$ cat src/rtl/clbw_pkg.sv
// Package: shared types and byte codes for the character LCD bus writer.
`timescale 1ns / 1ps

package clbw_pkg;

    localparam int QUEUE_DEPTH = 2;
    localparam int QUEUE_AW    = $clog2(QUEUE_DEPTH);

    localparam logic [1:0] REG_BUS_EIGHT_BIT   = 2'd0;
    localparam logic [1:0] REG_ENABLE_SETUP_US = 2'd1;
    localparam logic [1:0] REG_ENABLE_WIDTH_US = 2'd2;
    localparam logic [1:0] REG_SETTLE_US       = 2'd3;

    localparam logic [15:0] RESET_ENABLE_SETUP_US = 16'd1;
    localparam logic [15:0] RESET_ENABLE_WIDTH_US = 16'd1;
    localparam logic [15:0] RESET_SETTLE_US       = 16'd100;

    localparam logic [7:0] LEAD_C3 = 8'hC3;
    localparam logic [7:0] LEAD_C4 = 8'hC4;
    localparam logic [7:0] LEAD_C5 = 8'hC5;

    localparam logic [7:0] TRAIL_B6 = 8'hB6;
    localparam logic [7:0] TRAIL_96 = 8'h96;
    localparam logic [7:0] TRAIL_BC = 8'hBC;
    localparam logic [7:0] TRAIL_9C = 8'h9C;
    localparam logic [7:0] TRAIL_87 = 8'h87;
    localparam logic [7:0] TRAIL_A7 = 8'hA7;
    localparam logic [7:0] TRAIL_9E = 8'h9E;
    localparam logic [7:0] TRAIL_9F = 8'h9F;
    localparam logic [7:0] TRAIL_B0 = 8'hB0;
    localparam logic [7:0] TRAIL_B1 = 8'hB1;

    localparam logic [7:0] ROM_O_UMLAUT = 8'd239;
    localparam logic [7:0] ROM_U_UMLAUT = 8'd245;
    localparam logic [7:0] GLYPH_C_CEDIL = 8'd0;
    localparam logic [7:0] GLYPH_G_BREVE = 8'd1;
    localparam logic [7:0] GLYPH_S_CEDIL = 8'd2;
    localparam logic [7:0] GLYPH_G_SMALL = 8'd3;
    localparam logic [7:0] GLYPH_I_DOT   = 8'd4;
    localparam logic [7:0] GLYPH_I_DOTLESS = 8'd5;

    localparam logic KIND_COMMAND = 1'b0;
    localparam logic KIND_DATA    = 1'b1;

    localparam logic [1:0] PULSE_SETUP  = 2'd0;
    localparam logic [1:0] PULSE_HIGH   = 2'd1;
    localparam logic [1:0] PULSE_SETTLE = 2'd2;

    typedef struct packed {
        logic       kind;
        logic [7:0] value;
    } clbw_in_t;

    typedef struct packed {
        logic        reg_select;
        logic [7:0]  bus_data;
        logic        enable_level;
        logic [15:0] hold_us;
        logic        last;
    } clbw_out_t;

    typedef struct packed {
        logic        bus_eight_bit;
        logic [15:0] enable_setup_us;
        logic [15:0] enable_width_us;
        logic [15:0] settle_us;
    } clbw_cfg_t;

    typedef struct packed {
        logic       reg_select;
        logic [7:0] code;
    } clbw_entry_t;

endpackage

$ cat src/rtl/clbw_filter.sv
// Front end: accepts requests, runs the UTF-8 Turkish filter, pushes bytes to send.
`timescale 1ns / 1ps

module clbw_filter (
    input  logic                 clk,
    input  logic                 rst_n,
    input  logic                 in_valid,
    input  clbw_pkg::clbw_in_t   in_data,
    input  logic                 queue_full,
    output logic                 in_stall,
    output logic                 push,
    output clbw_pkg::clbw_entry_t push_entry
);
    import clbw_pkg::*;

    logic lead_c4_seen_reg, lead_c4_seen_next;
    logic lead_c5_seen_reg, lead_c5_seen_next;
    logic accept;
    logic send;
    logic [7:0] code;

    assign in_stall = queue_full;
    assign accept   = in_valid && !queue_full;

    always_comb
    begin
        send              = 1'b1;
        code              = in_data.value;
        lead_c4_seen_next = lead_c4_seen_reg;
        lead_c5_seen_next = lead_c5_seen_reg;
        if (in_data.kind == KIND_DATA)
        begin
            unique case (in_data.value)
                LEAD_C3: send = 1'b0;
                LEAD_C4:
                begin
                    send = 1'b0;
                    lead_c4_seen_next = 1'b1;
                end
                LEAD_C5:
                begin
                    send = 1'b0;
                    lead_c5_seen_next = 1'b1;
                end
                TRAIL_B6, TRAIL_96: code = ROM_O_UMLAUT;
                TRAIL_BC, TRAIL_9C: code = ROM_U_UMLAUT;
                TRAIL_87, TRAIL_A7: code = GLYPH_C_CEDIL;
                TRAIL_9E, TRAIL_9F:
                begin
                    priority if (lead_c4_seen_reg)
                    begin
                        lead_c4_seen_next = 1'b0;
                        code = (in_data.value == TRAIL_9E) ? GLYPH_G_BREVE : GLYPH_G_SMALL;
                    end
                    else if (lead_c5_seen_reg)
                    begin
                        lead_c5_seen_next = 1'b0;
                        code = GLYPH_S_CEDIL;
                    end
                    else
                    begin
                        send = 1'b0;
                    end
                end
                TRAIL_B0, TRAIL_B1:
                begin
                    if (lead_c4_seen_reg)
                    begin
                        lead_c4_seen_next = 1'b0;
                        code = (in_data.value == TRAIL_B0) ? GLYPH_I_DOT : GLYPH_I_DOTLESS;
                    end
                    else
                    begin
                        send = 1'b0;
                    end
                end
                default: code = in_data.value;
            endcase
        end
    end

    assign push                  = accept && send;
    assign push_entry.reg_select = in_data.kind;
    assign push_entry.code       = code;

    always_ff @(posedge clk or negedge rst_n)
    begin
        if (!rst_n)
        begin
            lead_c4_seen_reg <= 1'b0;
            lead_c5_seen_reg <= 1'b0;
        end
        else if (accept)
        begin
            lead_c4_seen_reg <= lead_c4_seen_next;
            lead_c5_seen_reg <= lead_c5_seen_next;
        end
    end

endmodule

$ cat src/rtl/clbw_queue.sv
// Short queue between the filter and the phase sequencer.
`timescale 1ns / 1ps

module clbw_queue (
    input  logic                  clk,
    input  logic                  rst_n,
    input  logic                  push,
    input  clbw_pkg::clbw_entry_t push_entry,
    input  logic                  pop,
    output logic                  full,
    output logic                  empty,
    output clbw_pkg::clbw_entry_t head
);
    import clbw_pkg::*;

    clbw_entry_t mem_reg [QUEUE_DEPTH];
    logic [QUEUE_AW-1:0] wr_ptr_reg, rd_ptr_reg;
    logic [QUEUE_AW:0]   count_reg, count_next;
    logic do_push, do_pop;

    assign full    = (count_reg == (QUEUE_AW+1)'(QUEUE_DEPTH));
    assign empty   = (count_reg == '0);
    assign do_push = push && !full;
    assign do_pop  = pop && !empty;
    assign head    = mem_reg[rd_ptr_reg];

    always_comb
    begin
        count_next = count_reg;
        if (do_push && !do_pop)
            count_next = count_reg + 1'b1;
        else if (do_pop && !do_push)
            count_next = count_reg - 1'b1;
    end

    always_ff @(posedge clk)
    begin
        if (do_push)
            mem_reg[wr_ptr_reg] <= push_entry;
    end

    always_ff @(posedge clk or negedge rst_n)
    begin
        if (!rst_n)
        begin
            wr_ptr_reg <= '0;
            rd_ptr_reg <= '0;
            count_reg  <= '0;
        end
        else
        begin
            if (do_push)
                wr_ptr_reg <= (wr_ptr_reg == QUEUE_AW'(QUEUE_DEPTH - 1)) ? '0 : wr_ptr_reg + 1'b1;
            if (do_pop)
                rd_ptr_reg <= (rd_ptr_reg == QUEUE_AW'(QUEUE_DEPTH - 1)) ? '0 : rd_ptr_reg + 1'b1;
            count_reg <= count_next;
        end
    end

endmodule

$ cat src/rtl/clbw_phase.sv
// Back end: turns each queued byte into enable-pulse bus phases.
`timescale 1ns / 1ps

module clbw_phase (
    input  logic                  clk,
    input  logic                  rst_n,
    input  clbw_pkg::clbw_cfg_t   cfg,
    input  logic                  empty,
    input  clbw_pkg::clbw_entry_t head,
    output logic                  pop,
    output logic                  out_valid,
    input  logic                  out_stall,
    output clbw_pkg::clbw_out_t   out_data
);
    import clbw_pkg::*;

    logic [1:0] pulse_reg, pulse_next;
    logic       nibble_reg, nibble_next;
    logic       out_valid_reg, out_valid_next;
    clbw_out_t  out_data_reg, out_data_next;
    logic       load;
    logic       last_phase;

    assign load       = !empty && (!out_valid_reg || !out_stall);
    assign last_phase = (pulse_reg == PULSE_SETTLE) && (cfg.bus_eight_bit || nibble_reg);
    assign pop        = load && last_phase;

    always_comb
    begin
        pulse_next  = pulse_reg;
        nibble_next = nibble_reg;
        if (load)
        begin
            if (pulse_reg == PULSE_SETTLE)
            begin
                pulse_next  = PULSE_SETUP;
                nibble_next = !last_phase;
            end
            else
            begin
                pulse_next = pulse_reg + 1'b1;
            end
        end
    end

    always_comb
    begin
        out_data_next.reg_select   = head.reg_select;
        out_data_next.last         = last_phase;
        out_data_next.enable_level = (pulse_reg == PULSE_HIGH);
        if (cfg.bus_eight_bit)
            out_data_next.bus_data = head.code;
        else if (nibble_reg)
            out_data_next.bus_data = {4'b0, head.code[3:0]};
        else
            out_data_next.bus_data = {4'b0, head.code[7:4]};
        unique case (pulse_reg)
            PULSE_SETUP: out_data_next.hold_us = cfg.enable_setup_us;
            PULSE_HIGH:  out_data_next.hold_us = cfg.enable_width_us;
            default:     out_data_next.hold_us = cfg.settle_us;
        endcase
    end

    always_comb
    begin
        if (load)
            out_valid_next = 1'b1;
        else if (!out_stall)
            out_valid_next = 1'b0;
        else
            out_valid_next = out_valid_reg;
    end

    always_ff @(posedge clk)
    begin
        if (load)
            out_data_reg <= out_data_next;
    end

    always_ff @(posedge clk or negedge rst_n)
    begin
        if (!rst_n)
        begin
            pulse_reg     <= PULSE_SETUP;
            nibble_reg    <= 1'b0;
            out_valid_reg <= 1'b0;
        end
        else
        begin
            pulse_reg     <= pulse_next;
            nibble_reg    <= nibble_next;
            out_valid_reg <= out_valid_next;
        end
    end

    assign out_valid = out_valid_reg;
    assign out_data  = out_data_reg;

    // pulse counter never reaches the unused code
    assert property (@(posedge clk) disable iff (!rst_n) pulse_reg != 2'd3)
        else $error("pulse counter out of range");

    // the high nibble phase never closes a byte on a 4-bit bus
    assert property (@(posedge clk) disable iff (!rst_n)
        (load && !cfg.bus_eight_bit && !nibble_reg) |-> !pop)
        else $error("pop after high nibble");

    // a request that closes a byte is always a settle phase with enable low
    assert property (@(posedge clk) disable iff (!rst_n)
        (out_valid_reg && out_data_reg.last) |-> !out_data_reg.enable_level)
        else $error("last phase with enable high");

    // after a pop the sequencer restarts at the setup phase of the high nibble
    assert property (@(posedge clk) disable iff (!rst_n)
        pop |=> (pulse_reg == PULSE_SETUP && !nibble_reg))
        else $error("sequencer not rewound after pop");

endmodule

$ cat src/rtl/char_lcd_utf8_bus_writer_top.sv
// Top level of the character LCD bus writer with UTF-8 Turkish filter.
//
//  channel | signals                          | direction | request
//  input   | in_valid, in_stall, in_data      | in        | command or text byte
//  output  | out_valid, out_stall, out_data   | out       | one bus phase
//  config  | cfg_write, cfg_index, cfg_data   | in        | register write
//
// A byte is taken every cycle while the two-entry queue has room; a dropped
// byte leaves no trace on the output. Each sent byte gives 3 phases on an
// 8-bit bus and 6 on a 4-bit bus, one per cycle from the phase sequencer
// while the output is not stalled. Reset clears the lead flags, the queue and
// the output valid flag. Output stall holds the phase register; input stalls
// only when the queue is full.
`timescale 1ns / 1ps

module char_lcd_utf8_bus_writer_top (
    input  logic                clk,
    input  logic                rst_n,
    input  logic                in_valid,
    output logic                in_stall,
    input  clbw_pkg::clbw_in_t  in_data,
    output logic                out_valid,
    input  logic                out_stall,
    output clbw_pkg::clbw_out_t out_data,
    input  logic                cfg_write,
    input  logic [1:0]          cfg_index,
    input  logic [15:0]         cfg_data
);
    import clbw_pkg::*;

    clbw_cfg_t   cfg_reg;
    clbw_entry_t push_entry;
    clbw_entry_t head;
    logic        push, pop, full, empty;

    always_ff @(posedge clk or negedge rst_n)
    begin
        if (!rst_n)
        begin
            cfg_reg.bus_eight_bit   <= 1'b0;
            cfg_reg.enable_setup_us <= RESET_ENABLE_SETUP_US;
            cfg_reg.enable_width_us <= RESET_ENABLE_WIDTH_US;
            cfg_reg.settle_us       <= RESET_SETTLE_US;
        end
        else if (cfg_write)
        begin
            unique case (cfg_index)
                REG_BUS_EIGHT_BIT:   cfg_reg.bus_eight_bit   <= cfg_data[0];
                REG_ENABLE_SETUP_US: cfg_reg.enable_setup_us <= cfg_data;
                REG_ENABLE_WIDTH_US: cfg_reg.enable_width_us <= cfg_data;
                default:             cfg_reg.settle_us       <= cfg_data;
            endcase
        end
    end

    clbw_filter u_filter (
        .clk        (clk),
        .rst_n      (rst_n),
        .in_valid   (in_valid),
        .in_data    (in_data),
        .queue_full (full),
        .in_stall   (in_stall),
        .push       (push),
        .push_entry (push_entry)
    );

    clbw_queue u_queue (
        .clk        (clk),
        .rst_n      (rst_n),
        .push       (push),
        .push_entry (push_entry),
        .pop        (pop),
        .full       (full),
        .empty      (empty),
        .head       (head)
    );

    clbw_phase u_phase (
        .clk       (clk),
        .rst_n     (rst_n),
        .cfg       (cfg_reg),
        .empty     (empty),
        .head      (head),
        .pop       (pop),
        .out_valid (out_valid),
        .out_stall (out_stall),
        .out_data  (out_data)
    );

endmodule

$ cat config.mk
export PLATFORM = sky130hd
export DESIGN_NAME = char_lcd_utf8_bus_writer_top
export DESIGN_NICKNAME = d
export VERILOG_FILES = /design/src/rtl/clbw_pkg.sv /design/src/rtl/clbw_filter.sv /design/src/rtl/clbw_queue.sv /design/src/rtl/clbw_phase.sv /design/src/rtl/char_lcd_utf8_bus_writer_top.sv
export SDC_FILE = /design/constraint.sdc
export NUM_CORES = 1
export LEC_CHECK = 0
export BUFFER_PORTS_ARGS = -buffer_cell sky130_fd_sc_hd__buf_4
export CAP_MARGIN = 20
export CORE_MARGIN = 3
export CORE_UTILIZATION = 40
export DETAILED_ROUTE_END_ITERATION = 10
export PLACE_DENSITY = 0.61
export SYNTH_ARGS = -nofsm -noshare
export SYNTH_HDL_FRONTEND = slang
export SYNTH_HIERARCHICAL = 1
export SYNTH_SLANG_ARGS = --single-unit
$ cat constraint.sdc
create_clock -name clk -period 4.2 [get_ports clk]
set_input_delay 0.84 -clock clk [delete_from_list [all_inputs] [get_ports clk]]
set_output_delay 0.84 -clock clk [all_outputs]
set_load 0.02 [all_outputs]
# Word level (Yosys, flattened, before mapping)
# Memories as Yosys holds them, arrays and structs flattened.
# Index checks and enable logic that the tools add are counted.
[word_totals] register_bits=86 ram_bits=18 in_bits=32 out_inout_bits=29 memories=1
[mem_list] memory="u_queue.mem_reg" words=2 width=9 read_ports=1 rd_clocked_by_memory_dff=0 wr=1 line_no="clbw_queue.sv:16" source="clbw_entry_t mem_reg [QUEUE_DEPTH];"
[classes] addsub=5 eq_ne=20 n_mux=27 bitwise_logic=1 reduce_logical=39
[op_table] operator="== test 8 bit (second input constant)" count=13
[op_table] operator="two-way mux 8 bit" count=5
[op_table] operator="case mux 8 bit (5 select lines)" count=1
[op_table] operator="case mux 16 bit (2 select lines)" count=1
[op_table] operator="two-way mux 1 bit" count=12
[op_table] operator="AND reduction 2 bit" count=5
[op_table] operator="OR reduction 2 bit" count=5
[op_table] operator="logical AND 1 bit" count=9
[op_table] operator="two-way mux 2 bit" count=4
[op_table] operator="logical NOT 1 bit" count=7
[op_table] operator="== test 2 bit (second input constant)" count=3
[op_table] operator="logical NOT 2 bit" count=3
[op_table] operator="nonzero test 2 bit" count=3
[op_table] operator="OR reduction 3 bit" count=2
[op_table] operator="adder 2 x 1 -> 2 bit (second input constant)" count=2
[op_table] operator="== test 2 x 1 -> 1 bit (second input constant)" count=2
[op_table] operator="two-way mux 4 bit" count=1
[op_table] operator="case mux 1 bit (2 select lines)" count=2
[op_table] operator="AND reduction 4 bit" count=1
[op_table] operator="OR reduction 4 bit" count=1
[op_table] operator="case mux 1 bit (3 select lines)" count=1
[op_table] operator="AND reduction 3 bit" count=1
[op_table] operator="adder 1 bit (second input constant)" count=2
[op_table] operator="logical OR 1 bit" count=2
[op_table] operator="other kinds (4)" count=4

# Longest topological paths before layout
[logic_depth] depth_word=10 depth_mapped=12 ltp_nobuf=11

# Modules after synthesis
# The synthesis kept the hierarchy.
[by_module_without_submodules] mod="char_lcd_utf8_bus_writer_top" instances=1 cells_each=105 area_each_um2=1995.7
[by_module_without_submodules] mod="clbw_phase" instances=1 cells_each=105 area_each_um2=1442.6
[by_module_without_submodules] mod="clbw_queue" instances=1 cells_each=47 area_each_um2=845.8
[by_module_without_submodules] mod="clbw_filter" instances=1 cells_each=67 area_each_um2=519.2

# Worst setup path before layout
# OpenSTA, ideal clock, no wires.
[synth_path] path_type="input-to-reg" from="input port in_data[2] (netlist bit)" to="register u_queue.count_reg[1]" setup_ns=0.079 t_arrival_ns=2.630 required_ns=4.121 path_slack_ns=1.491 cell_stages=10 cell_sequence="buf_6 > or4b_4 > a211oi_4 > a21o_1 > a21oi_1 > nand2_2 > inv_1 > ha_1 > nor2_1 > xor2_1"
[synth_via] elab_chain_len=9 elab_cells_between_ends=19 cone_classes="7 x eq/ne; 3 x mux; 9 x reduce/logical"
[synth_lines] element="start: declaration" line_no="char_lcd_utf8_bus_writer_top.sv:21" source="input clbw_pkg::clbw_in_t in_data,"
[synth_lines] element="== test 8 bit" line_no="clbw_filter.sv:33" source="unique case (in_data.value)"
[synth_lines] element="OR reduction 3 bit (no line) or OR reduction 2 bit (tied branches)"
[synth_lines] element="case mux 1 bit (3 select lines) *" line_no="clbw_filter.sv:33"
[synth_lines] element="two-way mux 1 bit *" line_no="clbw_filter.sv:31" source="if (in_data.kind == KIND_DATA)"
[synth_lines] element="logical AND 1 bit *" line_no="clbw_filter.sv:82" source="assign push = accept && send;"
[synth_lines] element="via push" line_no="char_lcd_utf8_bus_writer_top.sv:34" source="logic push, pop, full, empty;"
[synth_lines] element="logical AND 1 bit *" line_no="clbw_queue.sv:23" source="assign do_push = push && !full;"
[synth_lines] element="via u_queue.do_push" line_no="clbw_queue.sv:19" source="logic do_push, do_pop;"
[synth_lines] element="logical NOT 1 bit" line_no="clbw_queue.sv:32" source="else if (do_pop && !do_push)"
[synth_lines] element="logical AND 1 bit" line_no="clbw_queue.sv:32"
[synth_lines] element="nonzero test 2 bit (no line)"
[synth_lines] element="end signal: assignment" line_no="clbw_queue.sv:56" source="count_reg <= count_next;"
[synth_lines] element="end: declaration" line_no="clbw_queue.sv:18" source="logic [QUEUE_AW:0] count_reg, count_next;"
# The timed path passes the listed nets; every way through them passes the cells marked *.
# A chain may end at the register's enable or synchronous reset.

# Worst setup path in the final report
[layout_path] from="input port in_data[1] (netlist bit)" to="register u_queue.count_reg[1]"
# Same word-level chain as after synthesis.

==> results.yml <==
critical_path:
  critPathLaunchType: "input pin"
  timing.rr.start: "u_queue/count_reg[0]$_DFFE_PN0P_"
  setup.reg_to_reg.worst_slack_ns: 2.09
  crit_buf_inv: 2
  worstPathRequired_ns: 4.47
  cp_cell_sequence: "buf_4, or4b_4, a211oi_4, a21o_1, a21oi_1, nand2_2, inv_1, ha_1, xor2_1, nor2_1, xor2_1"
  path_class: "input pin to flip-flop"
  cp_slowest_stage_delay_ns: 0.60
  rr_worst_depth: 6
  critical_path_arrival_ns: 2.86
  cpLargestDelayFamily: "simple AND/OR/NAND/NOR gates"
  rr_endpoint: "u_queue/mem_reg[0][6]$_DFFE_PP_"
  critical_path.endpoint_type: "flip-flop"
  path_max_fanout: 12
  cpMaxStageDelayCell: "or4b_4"
  critical_path.most_common_cell: "xor2_1"
sta:
  maxClockFrequency_mhz: 385.1
  post-route-worst-setup-slack_ns: 1.603
  fin_setup_tns_ns: 0
  timing.final.crit_period_ns: 2.597
  skew_ns: 0.006288
  timing_hold_violations_final: 0
  unrepaired_setup_endpoints_after_global_routing: "no"
  final_setup_vio_count: 0
  timing_worst_slew_pin_value_ns: 0.7544
  count_of_final_max_slew_check_failures: 0
  finalCritPeriodShare_pct: 61.82
  max-slew-margin-rel_pct: 49.71
drt:
  totalWireLength_mm: 8.665
  highest-signal-layer: "met4"
  wl_met3_um: 341
  dr_wl_met2_mm: 3.996
  drt_iter0_markers: 111
  drt_drc_violations_left: 0
  drt.antenna.violating_nets: 0
  vias_per_cell: 5.085
  dr_total_vias: 2695
  met1Wirelength_mm: 4.201
  first_pass_iters: 4
  wl_per_cell_um: 16.35
logic_synthesis:
  synth_enable_flop_cells: 45
  synthFlopType: "dfrtp_1"
  synth.distinct_cells: 55
  seq_area_frac_synth_pct: 59.00
  synthCells: 324
  ys_async_sr_fraction_pct: 56.73
  synth_area_per_cell_sq_um: 14.83
  synthesized_nets: 357
  synth_warnings: 6
  synth-seq-cells: 104
  mapped_cell_area_sq_mm: 0.004803
cts:
  max-clock-path-buffers: 2
  path_clk_slew_ns: 0.07
  cts_resized: 0
  hold_bufs_at_cts: 0
  cts_h_tree_depth: 3
  number_of_buffers_created_by_cts: 9
  cts.sinks: 104
  tritoncts: "done"
  insertion_delay_of_the_later_clocked_pin_in_the_worst_skew_pair_ns: 0.34
  cts_root_buffer: "clkbuf_16"
  cts_setup_buffers: 0
hold_path:
  min_delay_path_depth: 1
  worstHoldPathType: "flip-flop to flip-flop"
  end_point_of_the_most_critical_hold_path: "u_queue/wr_ptr_reg$_DFFE_PN0P_"
  worstHoldStart: "u_queue/wr_ptr_reg$_DFFE_PN0P_"
layout:
  syn_to_final_growth_pct: 17.14
  most_used_cells_in_the_layout_excluding_fill_and_tap_cells: "63 x buf_4, 54 x dfrtp_1, 45 x edfxtp_1, 31 x mux2_4, 29 x mux2_2"
  n_antenna_cell: 0
  largest_register_ffs: 49
  layout.cells.most_common: "buf_4"
  final_layout_size_suffix_gt1_share_pct: 40.83
  final_cells: 530
  nNetsFinal: 415
  utilization_pct: 48.65
global_route:
  grt_first_pass_wirelength_mm: 13.83
  number_of_global_route_vias_before_repair: 2652
  grt_antenna_before_repair: 0
  global_route.overflow_total: 0
  grt_start_max_net_pins: 60
  global_route_usage_over_all_layers_pct: 13.36
die:
  design.core.area_sq_mm: 0.01156
  start_util_pct: 41.53
  io_pins: 61
  die_height_um: 115.6
  fp.dieW_um: 115.6
  rows: 39
  fp.dieArea_sq_mm: 0.01336
place:
  portBuffers: 60
  placement.setup.worst_slack_ns: 1.238
  dp.cells: 514
  gpl.final_weighted_congestion: 0.8660
  place_hpwl_mm: 5.600
power_and_ir_drop:
  power.total_uw: 3547
  power.density_cell_area_mw_per_mm2: 630.3
  static_leakage_uw: 0.002409
  ir_worst_vdd_mv: 0.2623
run_status:
  outcome: "finished, final reports clean"
job:
  drv_cap: 0
-- per-stage QoR --
stage | hold WS, ns | instance area [sq um]
2_1_floorplan | 0.4574 | 4803
3_3_place_gp | 0.4827 | 5330
3_5_place_dp | 0.4891 | 5330
4_1_cts | 0.5035 | 5627
5_1_grt | 0.5101 | 5627
6_report | 0.4975 | 5627
-- routing by layer --
layer  up-vias  track usage [%]
met2        62            20.37
met1      1329            18.93
met4         0            5.399
met5         -                0
li1       1294                -
met3        10            2.454
-- worst register-to-register path: cells and delay by family (launching register included) --
family,cells,cell delay (ns)
buffers and inverters,1,0.07
DFF,1,0.43
AOI/OAI and AO/OA,1,0.20
and+or+nand+nor,4,1.04
-- how the worst max path moves through the flow --
| stage | from | end | slack [ns] | depth (start not counted) |
|---|---|---|---|---|
| 2_1_floorplan | in_data[2] | u_queue/count_reg[1]$_DFFE_PN0P_ | 1.49 | 10 |
| 3_5_place_dp | in_data[1] | u_queue/count_reg[1]$_DFFE_PN0P_ | 1.24 | 11 |
| 3_3_place_gp | in_data[1] | u_queue/count_reg[1]$_DFFE_PN0P_ | 1.30 | 11 |
| 5_1_grt | in_data[5] | u_queue/count_reg[1]$_DFFE_PN0P_ | 1.42 | 12 |
| 4_1_cts | in_data[1] | u_queue/count_reg[1]$_DFFE_PN0P_ | 1.59 | 11 |
| 6_report | in_data[1] | u_queue/count_reg[1]$_DFFE_PN0P_ | 1.60 | 11 |
-- cells in the mapped netlist, drive strengths merged, types with 2 or more instances --
library cell  count  share of area (%)
mux2             66                 18
dfrtp            54                 28
edfxtp           45                 28
nand2            23                1.8
o21ai            23                2.4
mux2i            17                3.5
buf              13                2.2
nor2             10                1.1
a21oi             6               0.86
and2              6               0.83
dfstp             5                2.7
inv               4               0.31
nor2b             4               0.52
nor3b             4               0.73
and4b             3               0.63
clkbuf            3               0.44
nand3b            3                1.1
xnor2             3               0.55
xor2              3               0.55
a21o              2               0.31
a31oi             2               0.39
nand2b            2               0.26
nand3             2               0.47
nand4b            2               0.36
o21a              2               0.31
o21bai            2               0.31
-- logic make-up after synthesis --
logic type	after synthesis	share of synthesized area, %
buffers and inverters	20	2.917
flip-flops	104	59.00
XOR/XNOR	6	1.094
adder cells (fa/ha/maj)	1	0.2604
AND/OR/NAND/NOR	65	8.857
multiplexers	83	21.44
AO/OA/AOI/OAI	45	6.434
-- report_power, final --
part           switching [uW]  internal [uW]
sequential                152           1450
clock                     366            462
combinational             592            524
total                    1110           2440
-- layout make-up --
class,count,area [sq um]
Tap cell,143,178.9
Multi-Input combinational cell,200,1829
Sequential cell,104,2834
Timing Repair Buffer,63,473.0
Inverter,4,15.01
Clock buffer,9,225.2
Fill cell,1006,5938
Clock inverter,7,71.32
Power figures use the tool's default switching activity.
